$ cat src/rtl/phbb_pkg.sv
// Shared types, constants and the arctangent table for the pursuit heading controller.
// Used by every module of the block; depends on nothing else.
package phbb_pkg;

   // Default structural sizes.
   localparam int POS_WIDTH_DEF     = 24;
   localparam int ANGLE_WIDTH_DEF   = 16;
   localparam int CORDIC_STAGES_DEF = 16;

   // The arctangent table has this many entries; more stages are not built.
   localparam int ATAN_TABLE_LEN = 24;

   // Configuration port sizes.
   localparam int CSR_INDEX_WIDTH = 8;
   localparam int CSR_DATA_WIDTH  = 16;

   // Register reset values: a quarter-of-a-quarter turn deadband, 1.1 rad/s
   // times 4096, and the two commanded speeds.
   localparam logic [14:0] DEADBAND_RESET      = 15'd4096;
   localparam logic [14:0] MAX_TURN_RATE_RESET = 15'd4506;
   localparam logic [15:0] TURNING_SPEED_RESET = 16'd50;
   localparam logic [15:0] CRUISE_SPEED_RESET  = 16'd1000;

   // Configuration register indexes.
   typedef enum logic [CSR_INDEX_WIDTH-1:0] {
      CSR_DEADBAND_ANGLE = 8'd0,
      CSR_MAX_TURN_RATE  = 8'd1,
      CSR_TURNING_SPEED  = 8'd2,
      CSR_CRUISE_SPEED   = 8'd3
   } csr_index_type;

   // arctan(2^-i) in units of 2^32 per turn, rounded to nearest.
   localparam logic [31:0] ATAN_TABLE [ATAN_TABLE_LEN] = '{
      32'h20000000, 32'h12E4051E, 32'h09FB385B, 32'h051111D4,
      32'h028B0D43, 32'h0145D7E1, 32'h00A2F61E, 32'h00517C55,
      32'h0028BE53, 32'h00145F2F, 32'h000A2F98, 32'h000517CC,
      32'h00028BE6, 32'h000145F3, 32'h0000A2FA, 32'h0000517D,
      32'h000028BE, 32'h0000145F, 32'h00000A30, 32'h00000518,
      32'h0000028C, 32'h00000146, 32'h000000A3, 32'h00000051
   };

   // One input transaction.
   typedef struct packed {
      logic signed [23:0] own_x;
      logic signed [23:0] own_y;
      logic [15:0]        own_heading;
      logic signed [23:0] target_x;
      logic signed [23:0] target_y;
   } req_type;

   // One result transaction.
   typedef struct packed {
      logic signed [15:0] turn_rate;
      logic [15:0]        speed;
      logic [15:0]        bearing;
   } rsp_type;

   // Configuration register contents.
   typedef struct packed {
      logic [14:0] deadband_angle;
      logic [14:0] max_turn_rate;
      logic [15:0] turning_speed;
      logic [15:0] cruise_speed;
   } cfg_type;

   // Control that travels with each item down the pipeline.
   typedef struct packed {
      logic valid;
      logic zero;    // target and vehicle coincide
   } ctl_type;

endpackage

$ cat src/rtl/phbb_pre.sv
// Input stage: position differences, half-plane fold and CORDIC seed.
// Depends on phbb_pkg.
module phbb_pre #(
   parameter int POS_WIDTH   = 24,
   parameter int ANGLE_WIDTH = 16,
   parameter int XW          = POS_WIDTH + 19
) (
   input  logic                    clock,
   input  logic                    reset,
   input  logic                    en,
   input  logic                    req_valid,
   input  phbb_pkg::req_type       req_payload,
   output phbb_pkg::ctl_type       ctl_o,
   output logic signed [XW-1:0]    x_o,
   output logic signed [XW-1:0]    y_o,
   output logic [31:0]             z_o,
   output logic [ANGLE_WIDTH-1:0]  heading_o
);
   import phbb_pkg::*;

   logic [POS_WIDTH-1:0]   ox, oy, tx, ty;
   logic signed [XW-1:0]   dx, dy, sx, sy;
   logic                   flip;

   ctl_type                ctl_ff, ctl_in;
   logic signed [XW-1:0]   x_ff, x_in, y_ff, y_in;
   logic [31:0]            z_ff, z_in;
   logic [ANGLE_WIDTH-1:0] heading_ff, heading_in;

   // Take the low POS_WIDTH bits of each coordinate as a signed value.
   always_comb begin
      ox = POS_WIDTH'($unsigned(req_payload.own_x));
      oy = POS_WIDTH'($unsigned(req_payload.own_y));
      tx = POS_WIDTH'($unsigned(req_payload.target_x));
      ty = POS_WIDTH'($unsigned(req_payload.target_y));
      dx = XW'($signed(tx)) - XW'($signed(ox));
      dy = XW'($signed(ty)) - XW'($signed(oy));
      sx = dx <<< 16;
      sy = dy <<< 16;
      flip = dx[XW-1];
   end

   // Fold the left half-plane onto the right one, starting half a turn away.
   always_comb begin
      ctl_in.valid = req_valid;
      ctl_in.zero  = (dx == '0) && (dy == '0);
      x_in         = flip ? -sx : sx;
      y_in         = flip ? -sy : sy;
      z_in         = flip ? 32'h8000_0000 : 32'h0000_0000;
      heading_in   = ANGLE_WIDTH'(req_payload.own_heading);
   end

   always_ff @(posedge clock) begin
      if (reset) begin
         ctl_ff <= '0;
      end else if (en) begin
         ctl_ff <= ctl_in;
      end
   end

   always_ff @(posedge clock) begin
      if (en) begin
         x_ff       <= x_in;
         y_ff       <= y_in;
         z_ff       <= z_in;
         heading_ff <= heading_in;
      end
   end

   assign ctl_o     = ctl_ff;
   assign x_o       = x_ff;
   assign y_o       = y_ff;
   assign z_o       = z_ff;
   assign heading_o = heading_ff;

endmodule

$ cat config.mk
export PLATFORM = sky130hd
export DESIGN_NAME = phbb_pre
export DESIGN_NICKNAME = d
export VERILOG_FILES = /design/src/rtl/phbb_pkg.sv /design/src/rtl/phbb_pre.sv
export SDC_FILE = /design/constraint.sdc
export NUM_CORES = 1
export LEC_CHECK = 0
export BUFFER_PORTS_ARGS = -buffer_cell sky130_fd_sc_hd__buf_4
export CAP_MARGIN = 15
export CORE_UTILIZATION = 46
export DETAILED_ROUTE_END_ITERATION = 7
export PLACE_DENSITY_LB_ADDON = 0.2
export SLEW_MARGIN = 20
export SYNTH_ARGS = -nofsm -noshare
export SYNTH_HDL_FRONTEND = slang
export SYNTH_SLANG_ARGS = --single-unit
$ cat constraint.sdc
create_clock -name clock -period 6.7 [get_ports clock]
set_clock_uncertainty 0.15 [all_clocks]
set_input_delay 0.67 -clock clock [delete_from_list [all_inputs] [get_ports clock]]
set_output_delay 0.67 -clock clock [all_outputs]
set_load 0.005 [all_outputs]
# Yosys cells after proc, flatten, opt, wreduce, memory -nomap -nowiden
# Index checks and enable logic that the tools add are counted.
# op_classes
add_sub_neg,4
mux,3
reduce_logical,3
# op_table
operator,count
43-bit logical NOT,2
43-bit 2-to-1 mux,2
41-bit negation with 43-bit output,2
24-bit by 24-bit subtractor with 25-bit output,2
32-bit 2-to-1 mux,1
1-bit logical AND,1
# totals
out_inout_bits,136
inputBits,116
register_bits,136

# Depth between registers and ports, before layout
# Gate-level depths: netlist of run 1.
# depth
word_depth,3
ltp_mapped,13
mapped_depth_nobuf,13

# Worst setup path before layout of run 1
# No wires, ideal clock.
# synth_path
path_type,input -> register
start,in req_payload[0] (netlist name)
end,reg y_ff[38] (netlist: y_o[38]) (data pin)
path_stages,12
setup_time_ns,0.258
path_slack_ns,2.804
arrival_time_ns,3.489
t_required_ns,6.292
path_cell_list,inv_1 ha_1 fa_1 nor2b_1 o31a_1 o21ai_4 xor2_2 or3b_4 or4b_4 nor4b_4 a21oi_1 xnor2_1
# synth_between
elab_chain_len,3
# synth_lines
element,line_no,text
start: declaration,phbb_pre.sv:12,"input phbb_pkg::req_type req_payload,"
24-bit by 24-bit subtractor with 25-bit output *,phbb_pre.sv:37,dy = XW'($signed(ty)) - XW'($signed(oy));
41-bit negation with 43-bit output,phbb_pre.sv:48,y_in = flip ? -sy : sy;
43-bit 2-to-1 mux *,phbb_pre.sv:48,
named net y_in[38],phbb_pre.sv:26,"logic signed [XW-1:0] x_ff, x_in, y_ff, y_in;"
end signal: assignment,phbb_pre.sv:64,y_ff <= y_in;
end: declaration,phbb_pre.sv:26,
# Mark *: on every way through the listed nets, which the timed path passes. The rest lies on a longest branch.
# A chain may end at the register's enable or synchronous reset.

# Worst setup path after layout of run 1
# layout_path
start,in req_payload[24] (netlist name)
end,"reg ctl_ff, in the netlist ctl_o[0]"
# layout_between
elab_chain_len,3
# layout_lines
element,line_no,text
24-bit by 24-bit subtractor with 25-bit output,phbb_pre.sv:36,dx = XW'($signed(tx)) - XW'($signed(ox));
43-bit logical NOT,phbb_pre.sv:46,ctl_in.zero = (dx == '0) && (dy == '0);
1-bit logical AND,phbb_pre.sv:46,
end signal: assignment,phbb_pre.sv:57,ctl_ff <= ctl_in;
end: declaration,phbb_pre.sv:25,"ctl_type ctl_ff, ctl_in;"
# Every way passes these cells.

==> results by group, run 1 <==
Floorplan
  • Die area: about 16000 um^2
  • Vert. Die Dim: 125 um
  • Initial Utilization: 47.6%
  • Die width: 125 um
  • Ports: roughly 250
  • Site Rows: 44
  • Core box area: 14700 um^2

Synth
  • FFs w/ async S/R, synth: 0%
  • Synth Flop Type: edfxtp_1
  • Synth area leader: edfxtp_1
  • Dominant cells by area after synthesis: edfxtp_1 30%, ha_1 8.9%, buf_4 6.8%
  • Synth top cells by count: 71 x edfxtp_1, 68 x inv_1, 63 x buf_4, 55 x nand2_1
  • Syn. warnings: 0
  • Most common cell in the netlist: edfxtp_1
  • Post-synthesis cell count: 800
  • Post-synthesis register bit count: 73
  • Seq/Total Area, Yosys: approximately 31%
  • Mapped Area: 6990 um^2
  • Netlist cell types: 75
  • Top cell type's share of synthesized area: 30.5%
  • Number of flops mapped to enable cells by yosys: ~70
  • Avg Inst Size Synth: 8.74 um^2

Timing
  • Final Hold Violating Endpoints: 0
  • Crit share post-route: 71.8%
  • Final setup viols: 0
  • Worst Slack Setup Final: between 1.5 and 2 ns
  • RSZ-0062 raised after global routing: false
  • Slew HR: 33.6%
  • Slew Viols, Final: 0
  • Fmax: 208 MHz
  • Final min period: around 4.8 ns
  • Least-Margin Pin Slew: about 0.98 ns
  • Setup TNS: 0 ns

Place
  • Post-DP HPWL: between 10000 and 15000 um
  • Gpl congestion: around 0.89
  • PortBufs: between 150 and 200
  • Placement Setup Slack: about 1.5 ns

Clock tree
  • Post-CTS resize count: 0
  • # hold bufs at CTS: 0
  • Reg clk slew, reported paths: 0.06 ns
  • H-tree depth: 3
  • CTS Buf Count: 9
  • CTS tree: yes
  • Clock root cell: clkbuf_16
  • Max Root-Sink Buffers: 2
  • Clock Sinks: 73
  • Worst-Skew Late Latency: 0.32 ns
  • Setup bufs post-CTS: 0

Routing
  • Starting DRT DRC Count: 437
  • Drc violations: 21
  • DR vias/cell: 5.37
  • Drt wl/cell: 14.6 um
  • TritonRoute pass-1 iters: 7
  • Post-route ant nets: 0
  • Vias: 6248
  • Final WL: 16900 um

Setup path
  • Critical path type: in2reg
  • CP max FO: 35
  • R2r setup slk: 5.95 ns
  • Worst Setup End Kind: flip-flop
  • Crit path DAT: 4.92 ns
  • Worst Setup Start Kind: input pin
  • Critical Path RT: between 6 and 7 ns

Layout
  • # diodes: 0
  • Layout cells sized above 1: between 20% and 30%
  • Fillers: between 1000 and 1500
  • P&R area growth vs syn: 23.5%
  • Net count, final: 1142

Pwr
  • Power per cell area: 222 nW/um^2
  • Maximum vdd ir drop: 0.000149 V
  • Leak pwr: slightly below 4 nW

GRT
  • Largest net degree at the start of global routing: 75
  • First-pass GRT wire length: about 28000 um
  • Initial antenna violation count: 0
  • Number of global-route vias before repair: around 5600
  • Global Route Usage Sum: a little over a fifth
  • Total gr overflow: 0

Run status
  • Outcome: complete, but fails checks
  • Failing checks: DRC

Flow run
  • Max-Cap Viols: 0

Worst hold path
  • Worst hold path class: reg2reg
==> worst max-delay path, stage by stage <==
cell and delay, ns:
buf_4 0.08, inv_1 0.04, ha_1 0.21, fa_1 0.41
nor2b_1 0.20, o31ai_1 0.15, a211oi_1 0.47, o21ai_0 0.17
o21ai_0 0.31, a31o_2 0.51, clkinv_1 0.86, nor4b_1 0.53
nand4_1 0.14, o21ai_1 0.15
==> through the flow <==
stage	utilization, %	power [mW]	hold WS [ns]	instances	cell area [um^2]
floorplan	-	1.11	0.292	864	7230
global placement	56.4	1.37	0.330	1147	8290
detailed placement	56.4	1.37	0.341	1147	8290
CTS	58.7	1.93	0.351	1163	8630
global route	58.7	2.04	0.345	1163	8630
finish	58.7	1.92	0.348	1163	8630
==> metal layers <==
metal / GRT usage [%] / vias to the layer above / routed length [um]
met1: 29.5 / 2857 / 7750
met3: 4.49 / 17 / 1310
li1: - / 3128 / -
met2: 35.1 / 246 / 7600
met4: 5.67 / 0 / 289
met5: 0 / - / 0
==> final cells by class <==
cell class | count | area (um^2) | area share (%)
Multi-Input combinational cell | 633 | 4220 | 48.8
Sequential cell | 73 | 2170 | 25.2
Timing Repair Buffer | 188 | 1410 | 16.3
Inverter | 69 | 259 | 3.00
Tap cell | 184 | 230 | 2.67
Clock buffer | 10 | 229 | 2.65
Clock inverter | 6 | 115 | 1.33
==> sequential cells by signal (all words and copies together), names as in the netlist <==
| signal | flops |
|---|---|
| ctl_o | 2 |
| heading_o | 16 |
| x_o | 27 |
| y_o | 27 |
| z_o | 1 |
==> kinds of logic (layout without fill, tap and decap cells) <==
| family | Yosys count | after routing | synth area share [%] |
|---|---|---|---|
| and+or+nand+nor | 234 | 234 | 17.9 |
| AOI/OAI and AO/OA | 209 | 209 | 20.1 |
| buffers and inverters | 158 | 273 | 12.1 |
| DFF | 73 | 73 | 31.1 |
| xor gates and xnor gates | 70 | 70 | 8.87 |
| adders and majority gates | 52 | 52 | 9.52 |
| muxes | 3 | 3 | 0.465 |
| other | 1 | 65 | 0.0536 |
==> worst paths after layout <==
kind / cells past startpoint / end / startpoint
worst max-delay path: 14 / ctl_o[0] / req_payload[24]
worst min-delay path: 2 / ctl_o[1] / ctl_o[1]
worst max register to register: 2 / ctl_o[0] / ctl_o[0]
worst min register to register: 2 / ctl_o[1] / ctl_o[1]
==> power by group <==
group,total (mW),internal (mW),switching (mW)
Sequential,0.650,0.617,0.0329
Clock,0.557,0.366,0.191
Combinational,0.713,0.337,0.375
==> cell usage in the layout, fill, tap and decap left out, types with 3 or more instances in the layout <==
cell type  instances
a31o_2             3
nand4_1           10
a211oi_1           8
conb_1            65
a21o_1            13
buf_4            188
nor2_1            47
o21a_1             9
nand3_1           14
and4_1             6
nor3_1            23
o211ai_1           9
or3_1             14
nor4b_1            3
o31a_1             3
a31oi_1            4
or2_2              5
o311ai_0           4
or4_1              7
bufinv_16          3
o21ai_0           50
xnor2_1           47
o31ai_1           10
edfxtp_1          71
a221oi_1           3
a211o_1            4
inv_1             68
o21ai_1            3
a21oi_1           50
o211a_1            5
o2111ai_1          4
o221ai_1           3
ha_1              50
clkbuf_16          9
xor2_1            22
nor2b_1           10
and3_1             7
nand2b_1          13
and2_1             7
nand2_1           55
No activity file was read; power rests on OpenSTA's default activity.
==> run 2, diff against run 1 <==
clock period = 3.9 ns   (was 6.7 ns; I/O delays follow)
==> results by group, run 2 (synthesized netlist as in run 1, its figures left out) <==
GRT
  • Number of global-route vias before repair: 5792
  • Largest net degree at the start of global routing: 54
  • Total gr overflow: 0
  • First-pass GRT wire length: ~28000 um
  • Global Route Usage Sum: between 20% and 30%
  • Initial antenna violation count: 0

Worst hold path
  • Worst hold path class: in2reg

Layout
  • Commonest non-fill, non-tap cell in the layout: buf_4
  • P&R area growth vs syn: 26.6%
  • # diodes: 0
  • Net count, final: roughly 1200
  • Fillers: 1345
  • Final Non-Filler Cells: around 1200
  • Area occupied by multi-input gates: 4220 um^2
  • Most frequent cells in the layout: 223 x buf_4, 71 x edfxtp_1, 68 x inv_1, 65 x conb_1, 55 x nand2_1
  • Sequential cell area: ~2200 um^2
  • Layout cells sized above 1: 25.6%

Timing
  • Fmax: 286 MHz
  • Setup TNS: 0 ns
  • Worst Slack Setup Final: between 0.4 and 0.5 ns
  • Least-Margin Pin Slew: 0.714 ns
  • Crit share post-route: 89.7%
  • Slew HR: 52.4%
  • Final Hold Violating Endpoints: 0
  • RSZ-0062 raised after global routing: false
  • Final min period: 3.50 ns
  • Slew Viols, Final: 0
  • Final setup viols: 0

Clock tree
  • # hold bufs at CTS: 0
  • Clock root cell: clkbuf_16
  • CTS tree: yes
  • Max Root-Sink Buffers: 2
  • Clock Sinks: 73
  • Reg clk slew, reported paths: 0.06 ns
  • Post-CTS resize count: 0
  • Worst-Skew Late Latency: 0.34 ns
  • H-tree depth: 3
  • CTS Buf Count: 9
  • Setup bufs post-CTS: 0

Run status
  • Failing checks: DRC
  • Outcome: complete, but fails checks

Routing
  • TritonRoute pass-1 iters: 7
  • Starting DRT DRC Count: 358
  • Vias: 6487
  • Post-route ant nets: 0
  • DR vias/cell: 5.41
  • Drt wl/cell: 14.8 um
  • Final WL: 17700 um
  • Drc violations: 21

Pwr
  • Combinational fraction of design power: 40.7%
  • Int Pwr: 2.14 mW
  • Switching part of the total: 33.5%
  • P_sw: ~1.1 mW
  • Power per cell area: 363 nW/um^2
  • Clock power frac: between 20% and 30%
  • Maximum vdd ir drop: about 0.00023 V
  • Leak pwr: 4.04 nW
  • Flop pwr share: 34.3%

Setup path
  • Critical path's largest stage delay: a little under 0.5 ns
  • Worst Setup Start Kind: input pin
  • Top delay family on crit path: compound AO/OA/AOI/OAI gates
  • Worst Setup End Kind: flip-flop
  • Critical path type: in2reg
  • Critical Path Slowest Stage Cell: a2111oi_1
  • Worst path cell trace: buf_4 -> ha_1 -> o211ai_1 -> a21oi_1 -> or3_1 -> a2111oi_1 -> o21ai_0 -> buf_4 -> nor3_1 -> nor3b_2 -> a21oi_1 -> xor2_1
  • Worst Path Buf+Inv: 2
  • CP max FO: 6
  • Critical Path RT: 3.83 ns
  • Crit path DAT: 3.43 ns

Place
  • PortBufs: about 190
  • Gpl congestion: 0.921
  • Post-DP HPWL: between 10000 and 15000 um
  • Placement Setup Slack: between 0.07 and 0.08 ns
  • Placed instance count: 1183

Floorplan
  • Vert. Die Dim: roughly 130 um
  • Ports: 252
  • Initial Utilization: 47.6%
  • Die area: 15700 um^2
  • Core box area: approximately 15000 um^2
  • Die width: 125 um
  • Site Rows: 44

Flow run
  • Max-Cap Viols: 0
[run 2: cell types whose count changed in the layout (fill, tap and decap cells not counted), sizes merged]
cell / change
buf: +36
bufinv: -3
clkbuf: +1
clkinv: +3
clkinvlp: -1
[run 2: metrics by stage]
| stage | hold WS, ns | instance area [um^2] | util (%) | power (mW) |
|---|---|---|---|---|
| after floorplan | 0.292 | 7230 | - | 1.90 |
| final | 0.0740 | 8860 | 60.2 | 3.22 |
| after global routing | 0.0624 | 8860 | 60.2 | 3.41 |
| after CTS | 0.0656 | 8860 | 60.2 | 3.23 |
| after global placement | 0.328 | 8570 | 58.3 | 2.41 |
| after detailed placement | 0.342 | 8570 | 58.3 | 2.42 |
[run 2: per-layer routing]
metal	vias to the layer above	routed length [um]	track usage, %
met5	-	0	0
met4	0	252	6.31
met3	18	1430	4.28
met2	282	7980	36.5
met1	2988	8050	30.3
li1	3199	-	-
[run 2: final cells by class]
type / count / share of cell area, %
repair buffers: 224 / 19.1
inverters: 69 / 2.92
clock inverters: 5 / 0.452
well taps: 184 / 2.60
multi-input cells: 633 / 47.6
flip-flops and latches: 73 / 24.5
clock buffers: 11 / 2.74
[run 2: final timing paths]
path              startpoint           end  slack [ns]  cells past startpoint
max          req_payload[26]       x_o[36]        0.40                     12
min reg2reg         ctl_o[1]      ctl_o[1]        0.35                      2
min          req_payload[55]  heading_o[7]        0.07                      1
max reg2reg         ctl_o[1]      ctl_o[1]        3.17                      2
[run 2: power by group through the flow]
stage,combinational [mW],sequential (mW),clock (mW)
after detailed placement,1.30,1.12,0
after global placement,1.29,1.12,0
after global routing,1.44,1.12,0.850
after CTS,1.31,1.10,0.819
final,1.31,1.10,0.805
after floorplan,0.772,1.13,0
==> run 3, diff against run 2 <==
BUFFER_PORTS_ARGS = unset   (was -buffer_cell sky130_fd_sc_hd__buf_4)
DONT_BUFFER_PORTS = 1   (was unset)
==> results by group, run 3 (synthesized netlist as in run 1, its figures left out) <==
Layout
  • Layout cells sized above 1: 8.39%
  • Most frequent cells in the layout: 71 x edfxtp_1, 68 x inv_1, 65 x conb_1, 55 x nand2_1
  • P&R area growth vs syn: 8.89%
  • Fillers: 1349
  • # diodes: 0
  • Commonest non-fill, non-tap cell in the layout: edfxtp_1
  • Net count, final: 1009

Routing
  • Final WL: 17600 um
  • Post-route ant nets: 0
  • Vias: 5811
  • Drt wl/cell: 17.1 um
  • Starting DRT DRC Count: between 300 and 400
  • Drc violations: 21
  • TritonRoute pass-1 iters: 7
  • DR vias/cell: 5.64

Clock tree
  • Setup bufs post-CTS: 0
  • # hold bufs at CTS: 20
  • CTS Buf Count: 9
  • Clock root cell: clkbuf_16
  • Clock Sinks: 73
  • Max Root-Sink Buffers: 2
  • CTS tree: yes
  • H-tree depth: 3
  • Post-CTS resize count: 0
  • Reg clk slew, reported paths: 0.07 ns
  • Worst-Skew Late Latency: 0.33 ns

Setup path
  • Critical Path RT: about 3.8 ns
  • CP max FO: 6
  • Crit path DAT: 3.48 ns
  • Worst Path Buf+Inv: 1
  • Critical Path Slowest Stage Cell: a2111oi_2
  • Top delay family on crit path: compound AO/OA/AOI/OAI gates
  • Worst Setup End Kind: flip-flop
  • Crit path top cell by count: a21o_1
  • Critical path's largest stage delay: 0.73 ns
  • Critical path type: in2reg
  • Worst Setup Start Kind: input pin
  • Worst path cell trace: inv_1 -> ha_1 -> o211ai_1 -> a21o_1 -> a2111oi_2 -> o21ai_0 -> a21o_1 -> or2_1 -> or4_1 -> o31ai_1 -> xnor2_1

Floorplan
  • Die width: 125 um
  • Ports: between 200 and 300
  • Die area: 15700 um^2
  • Initial Utilization: 47.6%
  • Vert. Die Dim: ~130 um
  • Core box area: roughly 15000 um^2
  • Site Rows: 44

Run status
  • Failing checks: DRC
  • Outcome: complete, but fails checks

Timing
  • Final setup viols: 0
  • RSZ-0062 raised after global routing: false
  • Slew Viols, Final: 0
  • Crit share post-route: 90.8%
  • Setup TNS: 0 ns
  • Least-Margin Pin Slew: 1.05 ns
  • Worst Slack Setup Final: about 0.36 ns
  • Slew HR: ~30%
  • Final Hold Violating Endpoints: 0
  • Fmax: 282 MHz
  • Final min period: 3.54 ns

GRT
  • Number of global-route vias before repair: 5384
  • First-pass GRT wire length: 27400 um
  • Global Route Usage Sum: 22.1%
  • Total gr overflow: 0
  • Largest net degree at the start of global routing: 52
  • Initial antenna violation count: 0

Place
  • Placement Setup Slack: roughly 0.09 ns
  • Gpl congestion: 0.907
  • Post-DP HPWL: 13600 um
  • PortBufs: 0

Worst hold path
  • Worst hold path class: in2reg

Pwr
  • Maximum vdd ir drop: 0.000212 V
  • Power per cell area: 385 nW/um^2
  • Leak pwr: 3.20 nW

Flow run
  • Max-Cap Viols: 0
-- run 3: changes by cell type in the layout (fill, tap and decap cells not counted), sizes merged --
| cell | delta |
|---|---|
| clkinvlp | +1 |
| clkbuf | -1 |
| dlygate4sd3 | +20 |
| buf | -189 |
-- run 3: power by group --
group          leakage, nW  switching, mW  internal (mW)  total, mW
combinational         2.36          0.583          0.415      0.998
clock                0.133          0.349          0.433      0.782
sequential           0.711         0.0885           1.06       1.15
-- run 3: final cells by class --
cell class	count	area, um^2	share of cell area, %
multi-input combinational	633	4220	55.4
sequential	73	2170	28.5
timing repair buffer	55	463	6.08
inverter	69	259	3.40
tap	184	230	3.02
clock buffer	10	229	3.01
clock inverter	6	43.8	0.575
-- run 3: final timing paths --
check,cells after the start,end,slack [ns],startpoint
hold / removal,0,z_o[31],0.01,en
setup / recovery,11,y_o[33],0.36,req_payload[67]
setup reg to reg,2,ctl_o[1],3.14,ctl_o[1]
hold reg to reg,2,ctl_o[0],0.36,ctl_o[0]
-- run 3: layer usage --
metal	vias up	track usage (%)	part of all wire, %
met5	-	0	0
met1	2715	29.3	46
met3	19	5.35	7.2
li1	2855	-	-
met2	222	35.3	45
met4	0	7.17	1.9
-- run 3: per-stage QoR --
step	utilization [%]	hold WS (ns)	instance area [um^2]	total power [mW]	cells
final	51.8	0.0144	7610	2.93	1030
after global placement	48.6	0.314	7140	2.12	994
after floorplan	-	0.292	7230	1.90	864
after CTS	51.8	0.000620	7610	2.95	1030
after global routing	51.8	0.000723	7610	3.10	1030
after detailed placement	48.6	0.316	7140	2.13	994
